**config.mk**
```make
export PLATFORM = sky130hd
export DESIGN_NAME = running_stats_accumulator_flat
export DESIGN_NICKNAME = d
export VERILOG_FILES = /design/src/rtl/core/rsa_pkg.sv /design/src/rtl/core/rsa_if.sv /design/src/rtl/core/running_stats_accumulator.sv /design/src/rtl/core/rsa_iter.sv /design/src/flat_wrapper.sv
export SDC_FILE = /design/constraint.sdc
export NUM_CORES = 2
export LEC_CHECK = 0
export BUFFER_PORTS_ARGS = -buffer_cell sky130_fd_sc_hd__buf_2
export CAP_MARGIN = 20
export CORE_UTILIZATION = 50
export CTS_CLUSTER_SIZE = 25
export DETAILED_ROUTE_END_ITERATION = 8
export GPL_ROUTABILITY_DRIVEN = 0
export HOLD_SLACK_MARGIN = 0.15
export PLACE_DENSITY_LB_ADDON = 0.25
export SYNTH_ARGS = -nofsm -noshare
export SYNTH_HDL_FRONTEND = slang
export SYNTH_SLANG_ARGS = --single-unit
export TNS_END_PERCENT = 50
```
**constraint.sdc**
```tcl
create_clock -name clk -period 27.1 [get_ports clk]
set_clock_uncertainty 0.15 [all_clocks]
set_input_delay 5.42 -clock clk [delete_from_list [all_inputs] [get_ports clk]]
set_output_delay 5.42 -clock clk [all_outputs]
set_load 0.05 [all_outputs]
```
**src/rtl/core/rsa_pkg.sv**
```systemverilog
// Package for the running statistics accumulator: widths, function codes,
// sequencer states and the command/status structs of the shared iterative unit.
// No dependencies.
package rsa_pkg;

  localparam int SAMPLE_W = 16;
  localparam int COUNT_W  = 24;
  localparam int FRAC_W   = 8;

  localparam int SUM_W  = SAMPLE_W + COUNT_W;
  localparam int SQ_W   = 2 * SAMPLE_W + COUNT_W;
  localparam int MEAN_W = SAMPLE_W + FRAC_W;
  localparam int VAR_W  = 2 * MEAN_W;
  localparam int DQ_W   = SUM_W + FRAC_W;
  localparam int NUM_W  = SQ_W + 2 * FRAC_W;
  localparam int REM_W  = ((MEAN_W > COUNT_W) ? MEAN_W : COUNT_W) + 2;
  localparam int STEP_W = $clog2(NUM_W + 1);

  localparam logic [DQ_W-1:0] MEAN_HALF = DQ_W'(1) << (MEAN_W - 1);

  localparam logic [STEP_W-1:0] MEAN_DIV_STEPS = STEP_W'(DQ_W);
  localparam logic [STEP_W-1:0] MSQ_DIV_STEPS  = STEP_W'(NUM_W);
  localparam logic [STEP_W-1:0] SQRT_STEPS     = STEP_W'(VAR_W / 2);

  typedef enum logic [1:0] {
    FUNC_ADD     = 2'd0,
    FUNC_ADD_UPD = 2'd1,
    FUNC_UPD     = 2'd2,
    FUNC_CLEAR   = 2'd3
  } rsa_func_t;

  typedef enum logic [3:0] {
    ST_IDLE,
    ST_SQUARE,
    ST_ACC,
    ST_MEAN_GO,
    ST_MEAN_WAIT,
    ST_MSQ_GO,
    ST_MSQ_WAIT,
    ST_MUL,
    ST_VAR,
    ST_RMS_GO,
    ST_RMS_WAIT,
    ST_SD_GO,
    ST_SD_WAIT,
    ST_DONE
  } rsa_state_t;

  typedef struct packed {
    logic              start;
    logic              sqrt_mode;
    logic [STEP_W-1:0] steps;
  } iter_cmd_t;

  typedef struct packed {
    logic busy;
    logic done;
  } iter_sts_t;

endpackage

```
**src/rtl/core/rsa_if.sv**
```systemverilog
// Valid/ready channel interfaces for the sample input and the result output.
// Depends on rsa_pkg for field widths.
interface rsa_in_if import rsa_pkg::*; ();
  logic                       valid;
  logic                       ready;
  logic [1:0]                 func;
  logic signed [SAMPLE_W-1:0] sample;

  modport source (output valid, output func, output sample, input ready);
  modport sink (input valid, input func, input sample, output ready);
endinterface

interface rsa_out_if import rsa_pkg::*; ();
  logic                       valid;
  logic                       ready;
  logic [COUNT_W-1:0]         count;
  logic signed [SAMPLE_W-1:0] min_value;
  logic signed [SAMPLE_W-1:0] max_value;
  logic signed [MEAN_W-1:0]   mean;
  logic [MEAN_W-1:0]          rms;
  logic [VAR_W-1:0]           variance;
  logic [MEAN_W-1:0]          stddev;
  logic                       stats_valid;
  logic                       saturated;

  modport source (output valid, output count, output min_value, output max_value,
                  output mean, output rms, output variance, output stddev,
                  output stats_valid, output saturated, input ready);
  modport sink (input valid, input count, input min_value, input max_value,
                input mean, input rms, input variance, input stddev,
                input stats_valid, input saturated, output ready);
endinterface

```
**src/rtl/core/running_stats_accumulator.sv**
```systemverilog
// Top level of the running statistics accumulator: accumulators, sequencer,
// output register. Depends on rsa_pkg, rsa_if and rsa_iter.
//
//   channel   dir   handshake      beat
//   in_chan   in    valid/ready    func, sample
//   out_chan  out   valid/ready    count, min/max, mean, rms, variance,
//                                  stddev, stats_valid, saturated
//
// Add or clear: each beat steps through capture, square, accumulate and load.
// A stats update also runs the one bit-serial divide/root unit:
// 48 steps for the mean, 72 for the mean square, 24 per square root.
// One beat is in work at a time; in_chan.ready is high only when idle.
// A finished result waits in the output register; a stalled out_chan holds it.
// Reset (rst_n low, synchronous) zeroes all accumulators and statistics.
module running_stats_accumulator import rsa_pkg::*; (
  input logic       clk,
  input logic       rst_n,
  rsa_in_if.sink    in_chan,
  rsa_out_if.source out_chan
);

  rsa_state_t state_r;
  rsa_state_t state_nxt;

  logic [1:0]                 func_r;
  logic signed [SAMPLE_W-1:0] sample_r;
  logic [2*SAMPLE_W-1:0]      sq_r;
  logic signed [SUM_W-1:0]    sum_r;
  logic [SQ_W-1:0]            sumsq_r;
  logic [COUNT_W-1:0]         count_r;
  logic signed [SAMPLE_W-1:0] min_r;
  logic signed [SAMPLE_W-1:0] max_r;
  logic signed [MEAN_W-1:0]   mean_r;
  logic [MEAN_W-1:0]          qmag_r;
  logic [VAR_W-1:0]           msq_r;
  logic [VAR_W-1:0]           sqm_r;
  logic [VAR_W-1:0]           var_r;
  logic [MEAN_W-1:0]          rms_r;
  logic [MEAN_W-1:0]          sd_r;
  logic                       upd_r;
  logic                       sat_r;

  logic                       out_valid_r;
  logic [COUNT_W-1:0]         out_count_r;
  logic signed [SAMPLE_W-1:0] out_min_r;
  logic signed [SAMPLE_W-1:0] out_max_r;
  logic signed [MEAN_W-1:0]   out_mean_r;
  logic [MEAN_W-1:0]          out_rms_r;
  logic [VAR_W-1:0]           out_var_r;
  logic [MEAN_W-1:0]          out_sd_r;
  logic                       out_upd_r;
  logic                       out_sat_r;

  iter_cmd_t        iter_cmd;
  iter_sts_t        iter_sts;
  logic [NUM_W-1:0] iter_num;
  logic [NUM_W-1:0] iter_quo;

  logic                       in_ready;
  logic                       in_acc;
  logic                       out_load;
  logic                       is_add;
  logic                       is_upd;
  logic                       full;
  logic                       add_ok;
  logic                       upd_go;
  logic signed [2*SAMPLE_W-1:0] sq_prod;
  logic                       sum_neg;
  logic [SUM_W-1:0]           sum_mag;
  logic [DQ_W-1:0]            q_raw;
  logic [DQ_W-1:0]            q_clamp;
  logic [MEAN_W-1:0]          q_cut;

  rsa_iter u_iter (
    .clk     (clk),
    .rst_n   (rst_n),
    .cmd     (iter_cmd),
    .num     (iter_num),
    .divisor (count_r),
    .sts     (iter_sts),
    .quo     (iter_quo)
  );

  always_comb begin
    is_add  = (func_r == FUNC_ADD) || (func_r == FUNC_ADD_UPD);
    is_upd  = (func_r == FUNC_ADD_UPD) || (func_r == FUNC_UPD);
    full    = (count_r == '1);
    add_ok  = is_add && !full;
    upd_go  = is_upd && (add_ok || (count_r != '0));
    sq_prod = sample_r * sample_r;
    sum_neg = sum_r[SUM_W-1];
    sum_mag = sum_neg ? SUM_W'(-sum_r) : SUM_W'(sum_r);
    q_raw   = iter_quo[DQ_W-1:0];
    if (sum_neg) begin
      q_clamp = (q_raw > MEAN_HALF) ? MEAN_HALF : q_raw;
    end else begin
      q_clamp = (q_raw > MEAN_HALF - DQ_W'(1)) ? MEAN_HALF - DQ_W'(1) : q_raw;
    end
    q_cut = q_clamp[MEAN_W-1:0];
  end

  assign in_acc   = in_chan.valid && in_ready;
  assign out_load = (state_r == ST_DONE) && (!out_valid_r || out_chan.ready);

  // next state
  always_comb begin
    state_nxt = state_r;
    case (state_r)
      ST_IDLE:      if (in_acc) state_nxt = ST_SQUARE;
      ST_SQUARE:    state_nxt = ST_ACC;
      ST_ACC:       state_nxt = upd_go ? ST_MEAN_GO : ST_DONE;
      ST_MEAN_GO:   state_nxt = ST_MEAN_WAIT;
      ST_MEAN_WAIT: if (iter_sts.done) state_nxt = ST_MSQ_GO;
      ST_MSQ_GO:    state_nxt = ST_MSQ_WAIT;
      ST_MSQ_WAIT:  if (iter_sts.done) state_nxt = ST_MUL;
      ST_MUL:       state_nxt = ST_VAR;
      ST_VAR:       state_nxt = ST_RMS_GO;
      ST_RMS_GO:    state_nxt = ST_RMS_WAIT;
      ST_RMS_WAIT:  if (iter_sts.done) state_nxt = ST_SD_GO;
      ST_SD_GO:     state_nxt = ST_SD_WAIT;
      ST_SD_WAIT:   if (iter_sts.done) state_nxt = ST_DONE;
      ST_DONE:      if (out_load) state_nxt = ST_IDLE;
      default:      state_nxt = ST_IDLE;
    endcase
  end

  // sequencer outputs
  always_comb begin
    in_ready = 1'b0;
    iter_cmd = '0;
    iter_num = '0;
    case (state_r)
      ST_IDLE: begin
        in_ready = 1'b1;
      end
      ST_MEAN_GO: begin
        iter_cmd.start = 1'b1;
        iter_cmd.steps = MEAN_DIV_STEPS;
        iter_num       = {sum_mag, FRAC_W'(0), (NUM_W - DQ_W)'(0)};
      end
      ST_MSQ_GO: begin
        iter_cmd.start = 1'b1;
        iter_cmd.steps = MSQ_DIV_STEPS;
        iter_num       = {sumsq_r, (2 * FRAC_W)'(0)};
      end
      ST_RMS_GO: begin
        iter_cmd.start     = 1'b1;
        iter_cmd.sqrt_mode = 1'b1;
        iter_cmd.steps     = SQRT_STEPS;
        iter_num           = {msq_r, (NUM_W - VAR_W)'(0)};
      end
      ST_SD_GO: begin
        iter_cmd.start     = 1'b1;
        iter_cmd.sqrt_mode = 1'b1;
        iter_cmd.steps     = SQRT_STEPS;
        iter_num           = {var_r, (NUM_W - VAR_W)'(0)};
      end
      default: begin
        in_ready = 1'b0;
      end
    endcase
  end

  always_ff @(posedge clk) begin
    if (!rst_n) begin
      state_r     <= ST_IDLE;
      out_valid_r <= 1'b0;
      sum_r       <= '0;
      sumsq_r     <= '0;
      count_r     <= '0;
      min_r       <= '0;
      max_r       <= '0;
      mean_r      <= '0;
      var_r       <= '0;
      rms_r       <= '0;
      sd_r        <= '0;
    end else begin
      state_r <= state_nxt;
      if (out_load) begin
        out_valid_r <= 1'b1;
      end else if (out_chan.ready) begin
        out_valid_r <= 1'b0;
      end
      case (state_r)
        ST_ACC: begin
          if (func_r == FUNC_CLEAR) begin
            sum_r   <= '0;
            sumsq_r <= '0;
            count_r <= '0;
            min_r   <= '0;
            max_r   <= '0;
            mean_r  <= '0;
            var_r   <= '0;
            rms_r   <= '0;
            sd_r    <= '0;
          end else if (add_ok) begin
            if ((count_r == '0) || (sample_r < min_r)) min_r <= sample_r;
            if ((count_r == '0) || (sample_r > max_r)) max_r <= sample_r;
            sum_r   <= sum_r + SUM_W'(sample_r);
            sumsq_r <= sumsq_r + SQ_W'(sq_r);
            count_r <= count_r + COUNT_W'(1);
          end
        end
        ST_MEAN_WAIT: begin
          if (iter_sts.done) begin
            mean_r <= sum_neg ? MEAN_W'(-q_cut) : q_cut;
          end
        end
        ST_VAR: begin
          var_r <= (msq_r > sqm_r) ? msq_r - sqm_r : '0;
        end
        ST_RMS_WAIT: begin
          if (iter_sts.done) rms_r <= iter_quo[MEAN_W-1:0];
        end
        ST_SD_WAIT: begin
          if (iter_sts.done) sd_r <= iter_quo[MEAN_W-1:0];
        end
        default: begin
          sum_r <= sum_r;
        end
      endcase
    end
  end

  always_ff @(posedge clk) begin
    if (in_acc) begin
      func_r   <= in_chan.func;
      sample_r <= in_chan.sample;
    end
    if (state_r == ST_SQUARE) sq_r <= sq_prod;
    if (state_r == ST_ACC) begin
      upd_r <= upd_go;
      sat_r <= is_add && full;
    end
    if ((state_r == ST_MEAN_WAIT) && iter_sts.done) qmag_r <= q_cut;
    if ((state_r == ST_MSQ_WAIT) && iter_sts.done) msq_r <= iter_quo[VAR_W-1:0];
    if (state_r == ST_MUL) sqm_r <= qmag_r * qmag_r;
    if (out_load) begin
      out_count_r <= count_r;
      out_min_r   <= min_r;
      out_max_r   <= max_r;
      out_mean_r  <= mean_r;
      out_rms_r   <= rms_r;
      out_var_r   <= var_r;
      out_sd_r    <= sd_r;
      out_upd_r   <= upd_r;
      out_sat_r   <= sat_r;
    end
  end

  assign in_chan.ready        = in_ready;
  assign out_chan.valid       = out_valid_r;
  assign out_chan.count       = out_count_r;
  assign out_chan.min_value   = out_min_r;
  assign out_chan.max_value   = out_max_r;
  assign out_chan.mean        = out_mean_r;
  assign out_chan.rms         = out_rms_r;
  assign out_chan.variance    = out_var_r;
  assign out_chan.stddev      = out_sd_r;
  assign out_chan.stats_valid = out_upd_r;
  assign out_chan.saturated   = out_sat_r;

  a_idle_unit_free: assert property (@(posedge clk) disable iff (!rst_n)
    (state_r == ST_IDLE) |-> !iter_sts.busy)
    else $error("shared unit busy while sequencer idle");

  a_done_in_wait: assert property (@(posedge clk) disable iff (!rst_n)
    iter_sts.done |-> ((state_r == ST_MEAN_WAIT) || (state_r == ST_MSQ_WAIT) ||
                       (state_r == ST_RMS_WAIT) || (state_r == ST_SD_WAIT)))
    else $error("shared unit finished outside a wait state");

  a_min_le_max: assert property (@(posedge clk) disable iff (!rst_n)
    (count_r != '0) |-> (min_r <= max_r))
    else $error("minimum above maximum");

  a_sat_full: assert property (@(posedge clk) disable iff (!rst_n)
    (out_valid_r && out_sat_r) |-> (out_count_r == '1))
    else $error("saturated beat with count not full");

endmodule

```
**src/rtl/core/rsa_iter.sv**
```systemverilog
// Shared bit-serial unit: restoring divide (one quotient bit per step) or
// digit-by-digit square root (one root bit per step) on one compare/subtract.
// Depends on rsa_pkg.
module rsa_iter import rsa_pkg::*; (
  input  logic               clk,
  input  logic               rst_n,
  input  iter_cmd_t          cmd,
  input  logic [NUM_W-1:0]   num,
  input  logic [COUNT_W-1:0] divisor,
  output iter_sts_t          sts,
  output logic [NUM_W-1:0]   quo
);

  logic              busy_r;
  logic              done_r;
  logic [STEP_W-1:0] cnt_r;
  logic              mode_r;
  logic [NUM_W-1:0]  num_r;
  logic [REM_W-1:0]  rem_r;
  logic [NUM_W-1:0]  quo_r;
  logic [COUNT_W-1:0] div_r;

  logic [REM_W-1:0] part;
  logic [REM_W-1:0] trial;
  logic [REM_W-1:0] diff;
  logic             ge;
  logic [REM_W-1:0] rem_nxt;

  always_comb begin
    if (mode_r) begin
      part  = {rem_r[REM_W-3:0], num_r[NUM_W-1 -: 2]};
      trial = REM_W'({quo_r[MEAN_W-1:0], 2'b01});
    end else begin
      part  = {rem_r[REM_W-2:0], num_r[NUM_W-1]};
      trial = REM_W'(div_r);
    end
    ge      = (part >= trial);
    diff    = part - trial;
    rem_nxt = ge ? diff : part;
  end

  always_ff @(posedge clk) begin
    if (!rst_n) begin
      busy_r <= 1'b0;
      done_r <= 1'b0;
      cnt_r  <= '0;
    end else begin
      done_r <= 1'b0;
      if (cmd.start) begin
        busy_r <= 1'b1;
        cnt_r  <= cmd.steps;
      end else if (busy_r) begin
        cnt_r <= cnt_r - STEP_W'(1);
        if (cnt_r == STEP_W'(1)) begin
          busy_r <= 1'b0;
          done_r <= 1'b1;
        end
      end
    end
  end

  always_ff @(posedge clk) begin
    if (cmd.start) begin
      mode_r <= cmd.sqrt_mode;
      num_r  <= num;
      rem_r  <= '0;
      quo_r  <= '0;
      div_r  <= divisor;
    end else if (busy_r) begin
      num_r <= mode_r ? {num_r[NUM_W-3:0], 2'b00} : {num_r[NUM_W-2:0], 1'b0};
      rem_r <= rem_nxt;
      quo_r <= {quo_r[NUM_W-2:0], ge};
    end
  end

  assign sts.busy = busy_r;
  assign sts.done = done_r;
  assign quo      = quo_r;

endmodule

```
**src/flat_wrapper.sv**
```systemverilog
// flat-port wrapper written by rule: the top's interface ports become plain ports
module running_stats_accumulator_flat import rsa_pkg::*;
  (clk, rst_n, in_chan_valid, in_chan_func, in_chan_sample, in_chan_ready, out_chan_valid, out_chan_count, out_chan_min_value, out_chan_max_value, out_chan_mean, out_chan_rms, out_chan_variance, out_chan_stddev, out_chan_stats_valid, out_chan_saturated, out_chan_ready);
  rsa_in_if in_chan_i ();
  rsa_out_if out_chan_i ();
  input logic clk;
  input logic rst_n;
  input wire logic [$bits(in_chan_i.valid)-1:0] in_chan_valid;
  input wire logic [$bits(in_chan_i.func)-1:0] in_chan_func;
  input wire logic [$bits(in_chan_i.sample)-1:0] in_chan_sample;
  output wire logic [$bits(in_chan_i.ready)-1:0] in_chan_ready;
  output wire logic [$bits(out_chan_i.valid)-1:0] out_chan_valid;
  output wire logic [$bits(out_chan_i.count)-1:0] out_chan_count;
  output wire logic [$bits(out_chan_i.min_value)-1:0] out_chan_min_value;
  output wire logic [$bits(out_chan_i.max_value)-1:0] out_chan_max_value;
  output wire logic [$bits(out_chan_i.mean)-1:0] out_chan_mean;
  output wire logic [$bits(out_chan_i.rms)-1:0] out_chan_rms;
  output wire logic [$bits(out_chan_i.variance)-1:0] out_chan_variance;
  output wire logic [$bits(out_chan_i.stddev)-1:0] out_chan_stddev;
  output wire logic [$bits(out_chan_i.stats_valid)-1:0] out_chan_stats_valid;
  output wire logic [$bits(out_chan_i.saturated)-1:0] out_chan_saturated;
  input wire logic [$bits(out_chan_i.ready)-1:0] out_chan_ready;
  assign in_chan_i.valid = in_chan_valid;
  assign in_chan_i.func = in_chan_func;
  assign in_chan_i.sample = in_chan_sample;
  assign in_chan_ready = in_chan_i.ready;
  assign out_chan_valid = out_chan_i.valid;
  assign out_chan_count = out_chan_i.count;
  assign out_chan_min_value = out_chan_i.min_value;
  assign out_chan_max_value = out_chan_i.max_value;
  assign out_chan_mean = out_chan_i.mean;
  assign out_chan_rms = out_chan_i.rms;
  assign out_chan_variance = out_chan_i.variance;
  assign out_chan_stddev = out_chan_i.stddev;
  assign out_chan_stats_valid = out_chan_i.stats_valid;
  assign out_chan_saturated = out_chan_i.saturated;
  assign out_chan_i.ready = out_chan_ready;
  running_stats_accumulator u_core (.clk(clk), .rst_n(rst_n), .in_chan(in_chan_i), .out_chan(out_chan_i));
endmodule
```
==> run metrics <==
First DRT Iteration DRCs=4857; Die X=between 300 and 400 um; Crit Path Class=register to register; final antenna-violating net count=0; crit path max fanout=24; setup slack after layout=18.69 ns; Worst Path Buf+Inv=6; slowest stage cell, crit path=edfxtp_1; dominant synthesized flop cell=edfxtp_1; Setup violations, final=0; Post-Syn Instances=6548; largest net degree at the start of global routing=179; Fmax=~120 MHz; Core ar.=126000 um2; vias per inst=5.72; Post-synth EDFFs=between 400 and 500; routed len/inst=20.1 um; Crit. path cell count=24; Max-slew headroom=19.6%; post-DP HPWL=roughly 130000 um; Synth cell types=82; IO Pins=202; most frequent CP cell=fa_1; vias in the first global route=47300; R2R Setup Slk=18.69 ns; DRC=3; Root Buffer=clkbuf_16; layout cells sized above 1=7.65%; critical path arrival=8.69 ns; peak supply drop=roughly 570 uV; RSZ-0062 raised after global routing=no; min Tclk post-route=8.41 ns; Worst-Skew Late Latency=roughly 0.69 ns; Hold-fix buffers, CTS=0; CP peak stage delay=about 1.1 ns; CTS clk-pin slew, worst paths=0.06 ns; global-route wire length before repair=between 200000 and 300000 um; sequential power share=roughly 18%; failing checks=design-rule violations; GR Util All Layers=26.1%; final hold viol count=0; Avg Cell Area, Syn=a little under 10 um2; length in cells of the worst reg-to-reg path=24; top cells by area, synth=fa_1 21%, edfxtp_1 20%, dfxtp_1 11%; Worst R2R Start=u_core.qmag_r[13]$_DFFE_PP_; post_cts resized=0; cts bufs inserted=between 80 and 90; final hold slack=0.277 ns; Req. time, crit path=between 20 and 30 ns; CTS Buffer Depth=3; period utilisation layout=31.0%; Syn Nets=7682; setup TNS=0 ns; start point of the critical path=u_core.qmag_r[13]$_DFFE_PP_; most frequent cell after synthesis=inv_1; IO Port Bufs=between 200 and 250; Slew Viols, Final=0; Synth top area share=21.1%; Top Family by Delay on Critical Path=adder cells; Lkg Pwr=31.5 nW; CP Cell Sequence=nand2_1 -> fa_1 -> inv_1 -> fa_1 -> inv_1 -> fa_1 -> fa_1 -> inv_1 -> fa_1 -> fa_1 -> inv_1 -> fa_1 -> inv_1 -> ha_1 -> a2111oi_0 -> o21ai_0 -> a32o_1 -> a211oi_1 -> buf_4 -> a21oi_1 -> o41ai_1 -> o31ai_1 -> a21oi_1 -> xnor2_1; gr ovfl total=0; DRT Pass-1 Iters=9; Yosys reg bits=788; Switching Share=47.6%; H-tree depth=3; final wirelength=168000 um; crit path capture=u_core.sqm_r[44]$_DFFE_PP_; synth cell count leaders=1056 x inv_1, 672 x fa_1, 498 x nand2_1; nets=7781; warnings from Yosys=0; synthesis-to-finish area growth=8.99%; CTS tree=done; Slew @ Worst Pin=about 1.2 ns; CTS Sinks=788; Clock power frac=a little under an eighth; initial antenna violation count=15; Die Ht=359 um; Die ar.=129000 um2; Mapped Area=63900 um2; pre-CTS WS=18.69 ns; number of setup buffers added after CTS=0; Post-synth ARST share=0%; P per Cell Area=144 nW/um2; Hold Path Class=register to register; # rows=130; vias post-DR=around 48000; Crit. End Element=register; Sw Pwr=0.00478 W; status=complete, but fails checks; Internal Power=0.00526 W; register area share after synthesis=31.4%; reg2reg end=u_core.sqm_r[44]$_DFFE_PP_; Starting Density=50.6%; Critical Path Source Type=register; max-cap violation count=0; area leader, netlist=fa_1; Comb pwr share=between 70% and 80%
worst min-delay path by stage:
stage                                       startpoint                               endpoint  slack, ns  cells after the start
after detailed placement        u_core.upd_r$_DFFE_PP_  u_core.out_chan.stats_valid$_DFFE_PP_       0.26                      0
after global routing      u_core.sd_r[19]$_SDFFE_PN0P_   u_core.out_chan.stddev[19]$_DFFE_PP_       0.29                      0
after CTS                 u_core.rms_r[9]$_SDFFE_PN0P_       u_core.out_chan.rms[9]$_DFFE_PP_       0.28                      0
after floorplan                 u_core.sat_r$_DFFE_PP_    u_core.out_chan.saturated$_DFFE_PP_       0.25                      0
final                           u_core.sat_r$_DFFE_PP_    u_core.out_chan.saturated$_DFFE_PP_       0.28                      0
after global placement    u_core.rms_r[2]$_SDFFE_PN0P_       u_core.out_chan.rms[2]$_DFFE_PP_       0.26                      0
cell usage in the layout, fill, tap and decap left out, types with 12 or more instances in the layout:
cell type     n
a211oi_1     53
a21o_1      126
a21oi_1     357
a222oi_1     47
a22o_1       14
a22oi_1      83
a31oi_1      40
and2_1      178
and3_1       37
buf_2       201
buf_4        89
clkbuf_1     24
clkbuf_16    88
dfxtp_1     357
edfxtp_1    429
fa_1        672
ha_1        439
inv_1      1055
mux2_2       26
mux2i_1     134
nand2_1     497
nand2b_1     48
nand3_1     122
nand3b_1     12
nand4_1      38
nor2_1      456
nor2b_1      63
nor3_1       61
nor4_1       29
o211ai_1     33
o21a_1       33
o21ai_0     215
o21bai_1     37
o31ai_1      27
or2_2        16
or3_1        28
xnor2_1     167
xor2_1      124
cells by family after synthesis:
group                    after synthesis  synth area share [%]
adder cells (fa/ha/maj)             1113                  29.7
multiplexers                         160                  2.56
AND/OR/NAND/NOR                     1649                  12.2
XOR/XNOR                             291                  3.99
AO/OA/AOI/OAI                       1202                  12.3
buffers and inverters               1345                  7.92
flip-flops                           788                  31.4
metal layers:
metal	routed length (um)	share of wire, %	track usage, %
met1	74200	44	37.6
met3	13100	7.8	3.42
met2	76600	46	41.6
met5	0	0	0
met4	4220	2.5	6.78
registers in the layout (all words and copies together), names as in the netlist, 25 cells and up:
| name | count |
|---|---|
| u_core.sqm_r | 47 |
| u_core.sum_r | 40 |
| u_core.sumsq_r | 56 |
| u_core.u_iter.quo | 48 |
| u_core.u_iter.num_r | 56 |
| u_core.msq_r | 48 |
| u_core.u_iter.rem_r | 25 |
| u_core.sq_r | 31 |
| u_core.out_chan.variance | 48 |
| u_core.var_r | 48 |
cell type report:
cell class | instances | area, um2
Antenna cell | 2 | 5.00
Clock buffer | 118 | 2370
Sequential cell | 788 | 20100
Timing Repair Buffer | 295 | 1750
Clock inverter | 40 | 482
Multi-Input combinational cell | 4415 | 38900
Fill cell | 11100 | 56600
Inverter | 1062 | 3990
Tap cell | 1650 | 2060
through the flow:
| step | instances | power, W | instance area [um2] | utilization, % |
|---|---|---|---|---|
| 6_report | 8370 | 0.0100 | 69600 | 55.2 |
| 2_1_floorplan | 6548 | 0.00695 | 63900 | - |
| 3_3_place_gp | 8206 | 0.00864 | 66700 | 52.9 |
| 4_1_cts | 8366 | 0.00999 | 69600 | 55.2 |
| 3_5_place_dp | 8208 | 0.00876 | 66800 | 52.9 |
| 5_1_grt | 8368 | 0.0108 | 69600 | 55.2 |
power by group through the flow:
stage               Clock, W  Combinational [W]  Sequential [W]
floorplan                  0            0.00517         0.00178
global placement           0            0.00683         0.00181
detailed placement         0            0.00695         0.00181
CTS                  0.00120            0.00700         0.00179
global route         0.00125            0.00779         0.00180
finish               0.00119            0.00707         0.00179
Note: power is estimated with default switching activity, not from simulation.
